**src/rtl/sls_pkg.sv**
```systemverilog
package sls_pkg;

  // Request codes carried in the action field
  typedef enum logic [1:0] {
    ACT_INSERT   = 2'd0,
    ACT_DEL_VAL  = 2'd1,
    ACT_DEL_IDX  = 2'd2,
    ACT_READ     = 2'd3
  } action_e;

  // Result status codes
  typedef enum logic [1:0] {
    ST_OK        = 2'd0,
    ST_NOT_FOUND = 2'd1,
    ST_BAD_INDEX = 2'd2,
    ST_FULL      = 2'd3
  } status_e;

  // What every cell does on the current cycle
  typedef enum logic [1:0] {
    MODE_HOLD    = 2'd0,
    MODE_INSERT  = 2'd1,
    MODE_DEL_VAL = 2'd2,
    MODE_DEL_IDX = 2'd3
  } mode_e;

  localparam int unsigned DataW  = 32;
  localparam int unsigned PosW   = 6;
  localparam int unsigned CountW = 7;

  typedef struct packed {
    logic [1:0]              action;
    logic signed [DataW-1:0] value;
    logic [PosW-1:0]         position;
  } req_t;

  typedef struct packed {
    logic [1:0]              status;
    logic signed [DataW-1:0] read_value;
    logic [CountW-1:0]       entry_count;
  } rsp_t;

  // Broadcast from the controller to the whole row of cells
  typedef struct packed {
    mode_e             mode;
    logic [DataW-1:0]  value;
    logic [PosW-1:0]   pos;
  } cell_cmd_t;

endpackage

```
**src/rtl/sls_cell.sv**
```systemverilog
module sls_cell
  import sls_pkg::*;
#(
  parameter int unsigned Idx = 0,
  parameter int unsigned CW  = 7
) (
  input  logic             clk_i,
  input  cell_cmd_t        cmd_i,
  input  logic [CW-1:0]    count_i,
  input  logic             left_lt_i,
  input  logic [DataW-1:0] left_entry_i,
  input  logic [DataW-1:0] right_entry_i,
  output logic [DataW-1:0] entry_o,
  output logic             lt_o,
  output logic             eq_o,
  output logic [DataW-1:0] rd_o
);

  localparam int unsigned PW = (CW > PosW) ? CW : PosW;

  logic [DataW-1:0] entry_q, entry_d;
  logic             valid;
  logic             at_or_past_pos;
  logic             at_pos;

  // Entries below the count are live; the rest hold stale data
  assign valid          = CW'(Idx) < count_i;
  assign lt_o           = valid && ($signed(entry_q) < $signed(cmd_i.value));
  assign eq_o           = valid && (entry_q == cmd_i.value);
  assign at_or_past_pos = PW'(Idx) >= PW'(cmd_i.pos);
  assign at_pos         = PW'(Idx) == PW'(cmd_i.pos);
  assign rd_o           = at_pos ? entry_q : '0;
  assign entry_o        = entry_q;

  always_comb begin
    entry_d = entry_q;
    case (cmd_i.mode)
      MODE_INSERT: begin
        // keep smaller entries, drop the new value at the boundary, shift the rest up
        if (!lt_o) begin
          entry_d = left_lt_i ? cmd_i.value : left_entry_i;
        end
      end
      MODE_DEL_VAL: begin
        if (!lt_o) begin
          entry_d = right_entry_i;
        end
      end
      MODE_DEL_IDX: begin
        if (at_or_past_pos) begin
          entry_d = right_entry_i;
        end
      end
      default: entry_d = entry_q;
    endcase
  end

  always_ff @(posedge clk_i) begin
    entry_q <= entry_d;
  end

endmodule

```
**config.mk**
```make
export PLATFORM = sky130hd
export DESIGN_NAME = sls_cell
export DESIGN_NICKNAME = d
export VERILOG_FILES = /design/src/rtl/sls_pkg.sv /design/src/rtl/sls_cell.sv
export SDC_FILE = /design/constraint.sdc
export NUM_CORES = 1
export LEC_CHECK = 0
export ABC_AREA = 0
export BUFFER_PORTS_ARGS = -buffer_cell sky130_fd_sc_hd__buf_2
export CAP_MARGIN = 20
export CORE_UTILIZATION = 47
export DETAILED_ROUTE_END_ITERATION = 10
export PLACE_DENSITY_LB_ADDON = 0.05
export SKIP_LAST_GASP = 1
export SYNTH_ARGS = -nofsm -noshare
export SYNTH_HDL_FRONTEND = slang
export SYNTH_SLANG_ARGS = --single-unit
```
**constraint.sdc**
```tcl
create_clock -name clk_i -period 6.5 [get_ports clk_i]
set_input_delay 0.65 -clock clk_i [delete_from_list [all_inputs] [get_ports clk_i]]
set_output_delay 0.65 -clock clk_i [all_outputs]
set_load 0.005 [all_outputs]
```
==> metrics.txt <==
status=finished, final reports clean; Max-Cap Viols=0; setup violation total in the final timing report=0; Reg-to-Reg Start=entry_o[31]; part of the Yosys area used for sequential elements=0.344; clock tree from TritonCTS=yes; Total Routing Usage GR=0.232; Post-DP HPWL=5740 µm; average wire per standard cell=13.2 µm; depth of the CTS H-tree=2; Mean Syn Cell Area=9.06 µm²; Fill cells=514; final sum of negative setup slack=0 ns; die width=79.1 µm; number of buffers created by CTS=5; leakage power figure=2.06 nW; clock transition time at the flip-flop clock pins of the worst setup and hold paths=0.07 ns; share of post-route cells with drive strength above 1=0.396; Inserted Diodes=0; post-synthesis async set-or-reset flop share=0; count of TritonRoute iterations in the first routing pass=4; number of different library cells in the post-synthesis netlist=30; area of the core=5610 µm²; post-route ant nets=0; port buffer count=178; worst clock skew on the final layout=0.00524 ns; root cell of the clock tree=clkbuf_8; Worst EP required=6.40 ns; list of most frequent post-synthesis cells=nand2_1 (38), o21ai_0 (36), ha_1 (35); share of the synthesized area in the top cell type=0.344; number of hold buffers added after cts=0; arrival time worst endpoint=3.16 ns; most instantiated library cell after synthesis=nand2_1; Routability Congestion=0.767; Initial DRC Count=75; worst reg2reg setup slack=3.48 ns; Worst Hold Path EP=entry_o[11]; Post-Synthesis Cells=308; wire length reported by the detailed router=7280 µm; adder and majority gate portion of the synthesized area=0.157; worst slew slack as a fraction of its limit=0.331; Residual DRC=0; die outline height=79.1 µm; post-CTS setup repair buffer count=0; mux cell area share after synthesis=0.115; crit path launch type=primary input; largest cells by area after synthesis=edfxtp_1 (34%), ha_1 (16%), mux2i_1 (11%); portion of the clock cycle consumed by the worst path in the final layout=0.501; fraction of the mapped netlist area in simple logic gates=0.198; antenna violations before repair=0; critical setup path kind=primary input to flop; Clock Sinks=32; Post-Synth XOR/XNOR Area=0; Critical Path Fanout Max=32; Critical R2R Capture=entry_o[9]; Fmax achieved=0.307 GHz; Rows=27; slew at the pin with the worst max-slew slack=1.00 ns; Initial Util=0.498; area added between synthesis and finish=36.2%; total number of yosys warnings=0; number of slew-limit violations in the final report=0; maximum ir drop on the vdd rail=0.000126 V; footprint of the multi-input gates=1650 µm²; Ports=179; pin count of the biggest net entering global routing=65; number of enable-type register cells in the synthesized netlist=32; Main synth FF type=edfxtp_1; total via count after detailed routing=2797; hold path start=right_entry_i[11]; number of endpoints with negative hold slack in the final report=0; classification of the worst-slack hold path=primary input to flop; total of flip-flops plus latches after synthesis=32; worst reg-to-reg path cell count=6; Gates resized, CTS repair=0; FF+latch area=961 µm²; buffers from clock root to sink, at most=2; netlist area before placement=2790 µm²; number of nets produced by synthesis=456; instance count along the most critical hold path=3; die area=6250 µm²; share of the synthesized area in compound gates (AO/OA/AOI/OAI)=0.119; global-route wire length before repair=11300 µm; post-layout net count=627; minimum clock period=3.26 ns; vias in the first global route=2486; max reg flops=32; global route overflow=0; largest family of logic cells by synthesized area=simple AND/OR/NAND/NOR gates; number of vias per cell=5.07; power density of the placed cells=163 nW/µm²; overall power of the completed layout=0.620 mW; library cell occupying the most area in the post-synthesis netlist=edfxtp_1; clock insertion delay at the later pin of the skew report=0.28 ns; Crit. End Element=flop; setup repair after global routing missed its margin=no
kinds of logic (layout without fill, tap and decap cells):
kind of cell,count (synthesis),count (layout)
adder cells (fa/ha/maj),35,35
AO/OA/AOI/OAI,60,60
multiplexers,32,32
AND/OR/NAND/NOR,101,101
buffers and inverters,48,220
flip-flops,32,32
where the power goes:
| part | leakage, nW | switching [mW] | internal [mW] |
|---|---|---|---|
| combinational | 1.72 | 0.103 | 0.0906 |
| sequential | 0.306 | 0.0163 | 0.262 |
| clock | 0.0399 | 0.0733 | 0.0745 |
cells in the final DEF, fill, tap and decap left out, types with 2 or more instances in the layout:
cell	instances
a211oi_1	2
edfxtp_1	32
nor2_1	5
a21oi_1	13
nand4_1	8
clkbuf_8	5
inv_1	34
ha_1	35
or4_4	2
nor4_1	3
nand2_1	38
mux2i_1	32
nor3_1	4
o21ai_0	36
buf_2	178
nand3_1	3
o211ai_1	2
and2_1	31
a21o_1	3
clkbuf_1	2
worst max-delay path, cell delays in order:
cell and delay, ns:
buf_2 0.09, or4_4 0.55, nor3_4 0.78, a21oi_1 0.16, a21o_1 0.22, nor2_4 0.71
cell type report:
class / instances / share of cell area
flip-flops and latches: 32 / 0.253
repair buffers: 178 / 0.234
clock inverters: 1 / 0.000988
inverters: 34 / 0.0336
multi-input cells: 228 / 0.434
clock buffers: 7 / 0.0201
well taps: 72 / 0.0237
layer usage:
metal,share of wire,global-route usage,wire [µm]
met5,0,0,0
met4,0.0091,0.0545,66
met3,0.075,0.0517,545
met2,0.49,0.416,3560
met1,0.43,0.281,3110
stage by stage:
step	setup slack, ns	utilization	instance area, µm²	cells	hold slack [ns]
6_report	3.24	0.678	3800	552	0.637
5_1_grt	3.04	0.678	3800	552	0.640
4_1_cts	3.17	0.678	3800	552	0.633
3_5_place_dp	2.86	0.663	3720	544	0.928
3_3_place_gp	2.96	0.663	3720	544	0.924
2_1_floorplan	2.90	-	2790	308	0.837
worst max-delay path by stage:
stage                  endpoint  cells past startpoint       from
finish               entry_o[9]                      6   cmd_i[2]
CTS                 entry_o[29]                      6   cmd_i[2]
floorplan            entry_o[0]                      7  cmd_i[37]
detailed placement  entry_o[15]                      6   cmd_i[2]
global route        entry_o[24]                      6   cmd_i[2]
global placement    entry_o[20]                      6   cmd_i[2]
No activity file was read; power rests on OpenSTA's default activity.
